[config.mk]
export PLATFORM = sky130hd
export DESIGN_NAME = ir_code_action_table
export DESIGN_NICKNAME = d
export VERILOG_FILES = /design/src/rtl/icat_pkg.sv /design/src/rtl/icat_ram.sv /design/src/rtl/ir_code_action_table.sv
export SDC_FILE = /design/constraint.sdc
export NUM_CORES = 2
export LEC_CHECK = 0
export ABC_CLOCK_PERIOD_IN_PS = 5900
export BUFFER_PORTS_ARGS = -buffer_cell sky130_fd_sc_hd__buf_2
export CAP_MARGIN = 40
export CORE_MARGIN = 2
export CORE_UTILIZATION = 45
export CTS_CLUSTER_SIZE = 30
export DETAILED_ROUTE_END_ITERATION = 12
export PLACE_DENSITY = 0.75
export RECOVER_POWER = 25
export SLEW_MARGIN = 30
export SYNTH_ARGS = -nofsm -noshare
export SYNTH_HDL_FRONTEND = slang
export SYNTH_HIERARCHICAL = 1
export SYNTH_SLANG_ARGS = --single-unit
[constraint.sdc]
create_clock -name clk_i -period 5.9 [get_ports clk_i]
set_input_delay 1.18 -clock clk_i [delete_from_list [all_inputs] [get_ports clk_i]]
set_output_delay 1.18 -clock clk_i [all_outputs]
set_load 0.02 [all_outputs]
[src/rtl/icat_pkg.sv]
// Package for the IR code action table: table geometry, opcodes, result kinds.
// No dependencies.
package icat_pkg;
  localparam int unsigned MacroCount  = 4;
  localparam int unsigned MacroLength = 8;
  localparam int unsigned WakeCount   = 8;
  localparam int unsigned SlotLen     = MacroLength + 1;
  localparam int unsigned WakeBase    = MacroCount * SlotLen;
  localparam int unsigned TableDepth  = WakeBase + WakeCount;
  localparam int unsigned AddrW       = $clog2(TableDepth);

  localparam logic [47:0] Empty48  = 48'hFFFF_FFFF_FFFF;
  localparam logic [31:0] AlarmOff = 32'hFFFF_FFFF;

  localparam logic [3:0] OpIr = 4'd0, OpRead = 4'd1, OpWrite = 4'd2, OpClear = 4'd3,
    OpAlRead = 4'd4, OpAlWrite = 4'd5, OpTick = 4'd6, OpSof = 4'd7, OpReboot = 4'd8,
    OpEmit = 4'd9;

  localparam logic [3:0] KOk = 4'd0, KFail = 4'd1, KEntry = 4'd2, KAlarm = 4'd3,
    KEmit = 4'd4, KWake = 4'd5, KReset = 4'd6, KReboot = 4'd7, KReport = 4'd8;

  localparam logic [15:0] TimeoutRst = 16'd500;
  localparam logic [10:0] TpsRst     = 11'd1000;
endpackage

[src/rtl/icat_ram.sv]
// Table storage: one write port, one registered read port, all-ones until written.
// Uses icat_pkg. Valid bits per entry give the empty reset value.
module icat_ram import icat_pkg::*; (
  input  logic             clk_i,
  input  logic             rst_ni,
  input  logic             we_i,
  input  logic [AddrW-1:0] waddr_i,
  input  logic [47:0]      wdata_i,
  input  logic [AddrW-1:0] raddr_i,
  output logic [47:0]      rdata_o
);
  logic [47:0] mem [TableDepth];
  logic [TableDepth-1:0] vld_q;
  logic [47:0] rd_q;
  logic rv_q;

  always_ff @(posedge clk_i) begin
    if (we_i) mem[waddr_i] <= wdata_i;
    rd_q <= mem[raddr_i];
  end

  // read-first: a write to the read address shows up on the next read
  always_ff @(posedge clk_i or negedge rst_ni) begin
    if (!rst_ni) begin
      vld_q <= '0;
      rv_q  <= 1'b0;
    end else begin
      rv_q <= vld_q[raddr_i];
      if (we_i) vld_q[waddr_i] <= 1'b1;
    end
  end

  assign rdata_o = rv_q ? rd_q : Empty48;
endmodule

[src/rtl/ir_code_action_table.sv]
// IR code action table: macro and wake slots in one synchronous table memory.
// An IR code with flag bit 0 clear scans all TableDepth entries, one memory
// read per cycle while the output is not stalled; with flag bit 0 set it skips
// the scan and only reports the code.
// One input transfer at a time; the next is taken once the last result is queued.
// Reset (async, low): table reads empty, alarm off, counters zero, registers default.
module ir_code_action_table import icat_pkg::*; (
  input  logic        clk_i,
  input  logic        rst_ni,
  input  logic        in_valid_i,
  output logic        in_stall_o,
  input  logic [3:0]  opcode_i,
  input  logic        table_select_i,
  input  logic [3:0]  slot_i,
  input  logic [3:0]  position_i,
  input  logic [7:0]  code_protocol_i,
  input  logic [15:0] code_address_i,
  input  logic [15:0] code_command_i,
  input  logic [7:0]  code_flags_i,
  input  logic [31:0] alarm_in_i,
  output logic        out_valid_o,
  input  logic        out_stall_i,
  output logic [3:0]  kind_o,
  output logic [7:0]  out_protocol_o,
  output logic [15:0] out_address_o,
  output logic [15:0] out_command_o,
  output logic [7:0]  out_flags_o,
  output logic [31:0] alarm_out_o,
  output logic        last_o,
  input  logic        psel,
  input  logic        penable,
  input  logic        pwrite,
  input  logic [2:0]  paddr,
  input  logic [31:0] pwdata,
  output logic [31:0] prdata,
  output logic        pready
);
  typedef enum logic [3:0] {
    S_IDLE, S_RD, S_SCAN, S_PUT, S_POST, S_WAKE, S_FIN, S_OUT
  } state_e;

  // result kinds queued behind the scan or behind the first result
  typedef enum logic [2:0] {
    P_NONE, P_REPORT, P_OK, P_REBOOT, P_ALARMWAKE
  } post_e;

  localparam logic [AddrW-1:0] LastAddr = AddrW'(TableDepth - 1);
  localparam logic [AddrW-1:0] WakeAddr = AddrW'(WakeBase);

  state_e state_q;
  logic [3:0]  op_q;
  logic [47:0] code_q;
  logic [AddrW-1:0] ra_q;
  logic idx_ok_q;
  logic [31:0] alarm_q;
  logic [9:0]  ms_q;
  logic [15:0] sof_q, tmo_q;
  logic [10:0] tps_q;
  logic [3:0]  mpos_q;            // scan position within a macro slot
  logic        emit_q;            // current macro triggered and still emitting
  logic [2:0]  post_q;
  logic        wake_pend_q;

  // output register
  logic        ov_q, ol_q;
  logic [3:0]  ok_q;
  logic [47:0] oc_q;
  logic [31:0] oa_q;

  logic        we;
  logic [AddrW-1:0] wa, ra;
  logic [47:0] wd, rdat;

  icat_ram u_ram (
    .clk_i, .rst_ni, .we_i(we), .waddr_i(wa), .wdata_i(wd), .raddr_i(ra), .rdata_o(rdat)
  );

  wire accept   = in_valid_i && !in_stall_o;
  wire out_free = !ov_q || !out_stall_i;
  wire idle_h   = sof_q >= tmo_q;
  // alarm wake due once this transfer's state updates are done
  wire wk_now   = (alarm_q == '0) && idle_h;

  // locate
  logic idx_ok;
  logic [AddrW-1:0] idx;
  always_comb begin
    if (table_select_i) begin
      idx_ok = 32'(slot_i) < WakeCount;
      idx    = AddrW'(WakeBase) + AddrW'(slot_i);
    end else begin
      idx_ok = (32'(slot_i) < MacroCount) && (32'(position_i) <= MacroLength);
      idx    = AddrW'(32'(slot_i) * SlotLen) + AddrW'(position_i);
    end
  end

  assign in_stall_o = (state_q != S_IDLE);
  assign pready = 1'b1;
  assign prdata = (paddr[2] == 1'b0) ? {16'd0, tmo_q} : {21'd0, tps_q};

  wire hit = (rdat != Empty48) && (rdat == code_q);
  wire [AddrW-1:0] sidx = ra_q - AddrW'(1);  // entry whose data is in rdat

  // scan read address; a stalled scan re-reads the entry it holds
  assign ra = (state_q == S_SCAN && !out_free) ? sidx : ra_q;

  // write port: clear/write in IDLE->direct, learn at wake slot 0 read
  always_comb begin
    we = 1'b0; wa = idx; wd = '0;
    if (accept && idx_ok) begin
      if (opcode_i == OpWrite) begin
        we = 1'b1;
        wd = {code_protocol_i, code_address_i, code_command_i, code_flags_i};
      end else if (opcode_i == OpClear) begin
        we = 1'b1; wd = Empty48;
      end
    end
    if (state_q == S_SCAN && sidx == WakeAddr && rdat == Empty48) begin
      we = 1'b1; wa = WakeAddr; wd = code_q;
    end
  end

  logic [47:0] pcode;
  always_comb pcode = {code_protocol_i, code_address_i, code_command_i, code_flags_i};

  always_ff @(posedge clk_i or negedge rst_ni) begin
    if (!rst_ni) begin
      state_q <= S_IDLE;
      ov_q <= 1'b0; ol_q <= 1'b0; ok_q <= KOk; oc_q <= '0; oa_q <= '0;
      alarm_q <= AlarmOff; ms_q <= '0; sof_q <= '0;
      tmo_q <= TimeoutRst; tps_q <= TpsRst;
      op_q <= OpIr; code_q <= '0; idx_ok_q <= 1'b0; ra_q <= '0;
      mpos_q <= '0; emit_q <= 1'b0;
      post_q <= P_NONE; wake_pend_q <= 1'b0;
    end else begin
      if (ov_q && !out_stall_i) ov_q <= 1'b0;
      if (psel && penable && pwrite) begin
        if (paddr[2] == 1'b0) tmo_q <= pwdata[15:0];
        else tps_q <= pwdata[10:0];
      end
      case (state_q)
        S_IDLE: if (accept) begin
          op_q <= opcode_i; idx_ok_q <= idx_ok;
          code_q <= (opcode_i == OpIr) ? {pcode[47:8], 7'd0, pcode[0]} : pcode;
          ra_q <= (opcode_i == OpIr) ? '0 : idx;
          mpos_q <= '0; emit_q <= 1'b0;
          case (opcode_i)
            OpIr: begin
              state_q <= code_flags_i[0] ? S_POST : S_RD;
              post_q <= P_REPORT;
            end
            OpRead: state_q <= idx_ok ? S_RD : S_PUT;
            OpTick: begin
              if (sof_q < tmo_q) sof_q <= sof_q + 16'd1;
              if ({1'b0, ms_q} + 11'd1 >= tps_q) begin
                ms_q <= '0;
                if (alarm_q != '0 && alarm_q != AlarmOff) alarm_q <= alarm_q - 32'd1;
              end else ms_q <= ms_q + 10'd1;
              state_q <= S_WAKE;
            end
            OpSof: begin sof_q <= '0; state_q <= S_WAKE; end
            OpAlWrite: begin alarm_q <= alarm_in_i; state_q <= S_PUT; end
            default: state_q <= S_PUT;
          endcase
        end
        S_RD: begin
          // registered read; a scan moves on, an entry read holds its address
          if (op_q == OpIr) ra_q <= ra_q + AddrW'(1);
          state_q <= (op_q == OpIr) ? S_SCAN : S_PUT;
        end
        S_SCAN: if (out_free) begin
          // rdat holds entry sidx
          ra_q <= ra_q + AddrW'(1);
          if (32'(sidx) < WakeBase) begin
            if (mpos_q == '0) emit_q <= hit;
            else if (emit_q) begin
              if (rdat == Empty48) emit_q <= 1'b0;
              else begin
                ov_q <= 1'b1; ok_q <= KEmit; oc_q <= rdat; oa_q <= '0; ol_q <= 1'b0;
              end
            end
            if (32'(mpos_q) == MacroLength) mpos_q <= '0;
            else mpos_q <= mpos_q + 4'd1;
          end else begin
            if (sidx == WakeAddr && rdat == Empty48) begin
              // freshly learned code matches itself
              if (idle_h) begin
                alarm_q <= AlarmOff;
                ov_q <= 1'b1; ok_q <= KWake; oc_q <= '0; oa_q <= '0; ol_q <= 1'b0;
              end
            end else if (hit) begin
              if (32'(sidx) < WakeBase + WakeCount / 2) begin
                if (idle_h) begin
                  alarm_q <= AlarmOff;
                  ov_q <= 1'b1; ok_q <= KWake; oc_q <= '0; oa_q <= '0; ol_q <= 1'b0;
                end
              end else begin
                ov_q <= 1'b1; oc_q <= '0; oa_q <= '0; ol_q <= 1'b0;
                ok_q <= (sidx == LastAddr) ? KReboot : KReset;
              end
            end
          end
          if (sidx == LastAddr) state_q <= S_POST;
        end
        S_PUT: if (out_free) begin
          // last unless a second result or an alarm wake follows
          ov_q <= 1'b1; oc_q <= '0; oa_q <= '0; state_q <= S_WAKE;
          ol_q <= !wk_now && op_q != OpReboot && op_q != OpEmit;
          case (op_q)
            OpRead: if (idx_ok_q) begin ok_q <= KEntry; oc_q <= rdat; end
                    else ok_q <= KFail;
            OpWrite, OpClear: ok_q <= idx_ok_q ? KOk : KFail;
            OpAlRead: begin ok_q <= KAlarm; oa_q <= alarm_q; end
            OpAlWrite: ok_q <= KOk;
            OpReboot: begin ok_q <= KOk; post_q <= P_REBOOT; state_q <= S_POST; end
            OpEmit: begin ok_q <= KEmit; oc_q <= code_q; post_q <= P_OK; state_q <= S_POST; end
            default: ok_q <= KFail;
          endcase
        end
        S_POST: if (out_free) begin
          ov_q <= 1'b1; oc_q <= '0; oa_q <= '0; ol_q <= !wk_now; state_q <= S_WAKE;
          case (post_q)
            P_REPORT: begin ok_q <= KReport; oc_q <= code_q; end
            P_OK: ok_q <= KOk;
            default: ok_q <= KReboot;
          endcase
        end
        S_WAKE: begin
          // final alarm check
          wake_pend_q <= wk_now;
          if (wk_now) alarm_q <= AlarmOff;
          state_q <= S_FIN;
        end
        S_FIN: begin
          // alarm wake closes the transfer's results
          if (!wake_pend_q) state_q <= S_IDLE;
          else if (out_free) begin
            ov_q <= 1'b1; ok_q <= KWake; oc_q <= '0; oa_q <= '0; ol_q <= 1'b1;
            state_q <= S_IDLE;
          end
        end
        default: state_q <= S_IDLE;
      endcase
    end
  end

  assign out_valid_o    = ov_q;
  assign kind_o         = ok_q;
  assign out_protocol_o = oc_q[47:40];
  assign out_address_o  = oc_q[39:24];
  assign out_command_o  = oc_q[23:8];
  assign out_flags_o    = oc_q[7:0];
  assign alarm_out_o    = oa_q;
  assign last_o         = ol_q;
endmodule

# Word-level counts from Yosys, hierarchy flattened
# Memory sizes are Yosys's and may differ from the RTL's. A register that Yosys moved wholly into a read port is not among the register bits.
# Cells that the tools add are included.
[totals] regBits=288 ram_bits=2112 inputBits=135 output_inout_bits=120 word_cells=298 mem_count=1
[mem_list] name="u_ram.mem" depth=44 word_bits=48 rd=1 rd_clocked_by_memory_dff=1 write_ports=1 line_no="icat_ram.sv:12" source="logic [47:0] mem [TableDepth];"
[op_classes] add_sub_neg=9 multipliers=1 magnitude_cmp=11 n_eq_ne=54 muxes=147 n_bitwise=2 reduce_logical=52
[op_table] cell="2-to-1 mux 48 bit" n=20
[op_table] cell="2-to-1 mux 32 bit" n=23
[op_table] cell="one-hot mux 48 bit (4 select lines)" n=1
[op_table] cell="one-hot mux 32 bit (4 select lines)" n=1
[op_table] cell="one-hot mux 32 bit (3 select lines)" n=1
[op_table] cell="one-hot mux 48 bit (2 select lines)" n=1
[op_table] cell="2-to-1 mux 4 bit" n=23
[op_table] cell="one-hot mux 32 bit (2 select lines)" n=1
[op_table] cell="equality test 48 bit" n=1
[op_table] cell="equality test 48 bit (second input constant)" n=1
[op_table] cell="!= test 48 bit (second input constant)" n=1
[op_table] cell="2-to-1 mux 1 bit" n=44
[op_table] cell="OR 44 bit" n=1
[op_table] cell="2-to-1 mux 6 bit" n=7
[op_table] cell="equality test 4 x 3 -> 1 bit (second input constant)" n=8
[op_table] cell="zero test 32 bit" n=1
[op_table] cell="2-to-1 mux 16 bit" n=2
[op_table] cell="!= test 32 bit (second input constant)" n=1
[op_table] cell="one-hot mux 16 bit (2 select lines)" n=1
[op_table] cell="nonzero test 32 bit" n=1
[op_table] cell="subtractor 32 x 1 -> 32 bit (second input constant)" n=1
[op_table] cell="one-hot mux 4 bit (7 select lines)" n=1
[op_table] cell="equality test 4 x 2 -> 1 bit (second input constant)" n=6
[op_table] cell="!= test 2 bit (second input constant)" n=11
[op_table] cell="other kinds (60)" n=117

# Logic depth before layout (Yosys ltp)
[logic_depth] depth_word=10 ltp_mapped=17 mapped_depth_nobuf=14

# Modules after synthesis
# Netlist, hierarchy kept.
[by_module_without_submodules] mod="icat_ram" n_inst=1 cells_each=3715 area_per_inst_um2=83701.5
[by_module_without_submodules] mod="ir_code_action_table" n_inst=1 cells_each=1539 area_per_inst_um2=14388.8

# Worst setup path after synthesis
# No wires, ideal clock.
[synth_timing] kind="input -> register" from="in slot_i[0]" to="mem u_ram.mem[15][0] (enable)" setup_time_ns=0.455 arrival_ns=5.435 setup_slack_ns=0.010 stages=11 cell_sequence="ha_1 -> ha_1 -> ha_1 -> a21o_1 -> a21oi_1 -> xnor2_1 -> nor2_1 -> o21ai_0 -> or3b_2 -> clkbuf_1 -> nor2_1"
[synth_rtl] element="start: declaration" line_no="ir_code_action_table.sv:14" source="input logic [3:0] slot_i,"
[synth_rtl] element="multiplier 4 x 4 -> 6 bit" line_no="ir_code_action_table.sv:93" source="idx = AddrW'(32'(slot_i) * SlotLen) + AddrW'(position_i);"
[synth_rtl] element="adder 6 x 4 -> 6 bit" line_no="ir_code_action_table.sv:93"
[synth_rtl] element="2-to-1 mux 6 bit *" line_no="ir_code_action_table.sv:88" source="if (table_select_i) begin"
[synth_rtl] element="2-to-1 mux 6 bit *" line_no="ir_code_action_table.sv:118" source="if (state_q == S_SCAN && sidx == WakeAddr && rdat == Empty48) begin"
[synth_rtl] element="net wa[5]" line_no="ir_code_action_table.sv:71" source="logic [AddrW-1:0] wa, ra;"
[synth_rtl] element="end: declaration" line_no="icat_ram.sv:12"
# Mark *: on every way through the listed nets, which the timed path passes. The rest lies on a longest branch.

# Worst setup path after layout
[layout_timing] from="reg state_q[1]" to="reg u_ram.rd_q[5] (read register of u_ram.mem)"
[layout_between] elab_chain_cells=3
[layout_rtl] element="start: declaration" line_no="ir_code_action_table.sv:50" source="state_e state_q;"
[layout_rtl] element="start signal: assignment" line_no="ir_code_action_table.sv:149" source="state_q <= code_flags_i[0] ? S_POST : S_RD;"
[layout_rtl] element="start signal: assignment" line_no="ir_code_action_table.sv:152" source="OpRead: state_q <= idx_ok ? S_RD : S_PUT;"
[layout_rtl] element="start signal: assignment" line_no="ir_code_action_table.sv:169" source="state_q <= (op_q == OpIr) ? S_SCAN : S_PUT;"
[layout_rtl] element="equality test 4 x 2 -> 1 bit" line_no="ir_code_action_table.sv:105" source="assign ra = (state_q == S_SCAN && !out_free) ? sidx : ra_q;"
[layout_rtl] element="logical AND 1 bit" line_no="ir_code_action_table.sv:105"
[layout_rtl] element="2-to-1 mux 6 bit" line_no="ir_code_action_table.sv:105"
[layout_rtl] element="net ra[2]" line_no="ir_code_action_table.sv:71"
[layout_rtl] element="end: declaration" line_no="icat_ram.sv:14" source="logic [47:0] rd_q;"
# The timed path passes the listed nets, and every way through them passes these cells.
# A chain may end at the register's enable or synchronous reset.

==> qor.csv <==
metric;value;unit
clk_latency;0.89;ns
detail_route.first_pass.iterations;5;
skew;0.04837;ns
fin_ws;0.3965;ns
crit_required;6.62;ns
port_buffers;219;
clk_pin_slew_worst_paths;0.07;ns
yosys_register_bits;2446;
synth_top_cell_by_area;edfxtp_1;
area_growth;14.92;%
max_slew_margin;-106.5;%
ys_seq_area_share;72.99;%
drc;0;
drive_above_1_share;26.54;%
cts_tree;yes;
p_comb_share;29.8;%
worstHoldStart;u_ram/vld_q[26];
fp.dieArea;0.2217;mm²
synth_cell_types;78;
synth_edf_count;2112;
clockBufferDepth;3;
drv_cap;14;
ff2ff_path_depth;10;
clockRootBuffer;clkbuf_16;
avgSynthCellArea;18.67;µm²
hold_class;register to register;
p_leak;33.97;nW
vias;54480;
final_cell_mix;edfxtp_1, mux4_2, dfrtp_1;
maxSlewViolCount;440;
swShare;32.40;%
dp.cells;8285;
wl_per_cell;30.71;µm
max_freq;0.1817;GHz
grt_pass1_vias;54440;
worst_pin_slew;3.098;ns
synthArstFlopShare;11.69;%
period_share;93.28;%
syn_area;0.09809;mm²
synth_area_leaders;edfxtp_1, mux4_2, dfrtp_1;
grt_max_degree;115;
clkPwrFrac;30.0;%
synth_top_area_share;64.66;%
internal_power;34.37;mW
initial_core_util;45.21;%
antenna_found_initial;19;
fp.dieH;470.9;µm
hold_depth;1;
crit_type;register to register;
post_cts_buffers;0;
cts_buffers;219;
dpl_cell_area;0.1052;mm²
design_area;0.1127;mm²
synthFlopType;edfxtp_1;
grt_overflow;0;
power.switching;16.47;mW
violations;max-capacitance violations, max-slew violations;
grt_pass1_wl;385400;µm
layoutNonFillerInstCount;8720;
cts_num_sinks;2446;
die_w;470.9;µm
holdWs;0.4661;ns
fin_nets;5848;
outcome;complete, but fails checks;
drtAntennaViolNets;0;
critPathSlowestCell;xnor2_1;
cts_max_level;4;
setup-tns-final;0;ns
final-setup-viol-count;0;
start_kind;register;
via_per_inst;6.247;
place_ws;0.8980;ns
hpwl;160000;µm
num_rows;171;
first_iter_violations;7576;
mostFrequentLayoutCell;edfxtp_1;
grt_usage;23.89;%
fin_crit;5.503;ns
critical_path.cell_chain;nand2b_1 -> or2_2 -> nor2_1 -> nand2_1 -> xnor2_1 -> buf_12 -> and2_1 -> a2111oi_0 -> buf_4 -> o31ai_1;
syn_inst;5254;
cts_hold_buffers;0;
vdd_ir_drop_max;456.9;µV
hold_viol_final;0;
coreArea;0.2170;mm²
place.gp.congestion;0.9102;
cp-end-kind;register;
p_seq_share;40.2;%
arrival;6.23;ns
rsz0062_at_grt;no;
r2r_start;state_q[1];
p_per_area;451.1;mW/mm²
io_pins;255;
cts_resized;0;
yosysWarnings;6;
max_stage_delay;1.51;ns
startpoint;state_q[1];
critPathMaxFanout;29;
routed_wirelength;267800;µm
-- power groups by stage --
| stage | Clock (mW) | Combinational [mW] | Sequential [mW] |
|---|---|---|---|
| after floorplan | 0 | 10.1 | 20.5 |
| after global routing | 16.0 | 15.9 | 20.5 |
| after global placement | 0 | 14.7 | 20.7 |
| final | 15.3 | 15.1 | 20.4 |
| after CTS | 15.4 | 15.1 | 20.4 |
| after detailed placement | 0 | 15.0 | 20.7 |
-- layout make-up --
class	count	area, µm²
antenna	8	20.02
clock buffer	295	6103
clock inverter	123	1670
fill	16580	104200
inverter	58	217.7
multi-input combinational	2444	25300
sequential	2446	71590
tap	2854	3571
timing repair buffer	492	4243
-- flip-flops by register name, indices dropped and copies added, names as in the netlist, 11 cells and up --
signal,count
oc_q,48
u_ram/vld_q,44
tps_q,11
code_q,48
alarm_q,32
sof_q,16
tmo_q,16
u_ram/rd_q,48
u_ram/mem,2112
alarm_out_o,32
-- through the flow --
stage	utilization [%]	power, mW
after floorplan	-	30.64
after global placement	48.34	35.37
after detailed placement	48.50	35.72
after CTS	52.08	50.86
after global routing	51.95	52.42
final	51.96	50.84
-- synthesized netlist by cell type (54+ instances only) --
library cell / count
nand2_1: 215
nor2_1: 205
edfxtp_1: 2112
or2_2: 59
nand2b_1: 68
clkbuf_1: 152
buf_4: 61
a22o_1: 71
mux2_2: 118
mux2i_1: 169
xnor2_1: 54
a22oi_1: 67
o21ai_0: 168
dfrtp_1: 242
o22ai_1: 85
buf_2: 85
inv_1: 55
a21oi_1: 98
mux4_2: 517
o2bb2ai_1: 55
-- critical path: cells and delay by family, from the launching register on --
family	cells	cell delay, ns
simple gates	5	1.69
xor+xnor	1	1.51
buf+inv	2	0.56
flops	1	0.68
compound gates	2	0.85
-- path summary, 6_finish.rpt --
kind	slack, ns	to
setup / recovery	0.40	u_ram/rd_q[5]
hold / removal	0.47	u_ram/vld_q[26]
setup reg to reg	0.40	u_ram/rd_q[5]
hold reg to reg	0.47	u_ram/vld_q[26]
max in group asynchronous	1.29	code_q[19]
min in group asynchronous	0.84	sof_q[1]
-- layer usage --
layer	GRT usage, %	wire [µm]	vias up	part of all wire [%]
met5	0	117	-	0.044
met4	11.51	13880	18	5.2
met3	5.266	29450	648	11
met2	38.49	128100	3454	48
met1	30.86	96240	28300	36
li1	-	-	22050	-
-- logic make-up after synthesis --
kind of cell             count (synthesis)  synth area share, %
adder cells (fa/ha/maj)                 52               0.6709
XOR/XNOR                                80               0.7143
flip-flops                            2446                72.99
AO/OA/AOI/OAI                          736                5.056
buffers and inverters                  379                1.884
multiplexers                           804                14.95
AND/OR/NAND/NOR                        755                3.730
other                                    2             0.007656
Note: power is estimated with default switching activity, not from simulation.
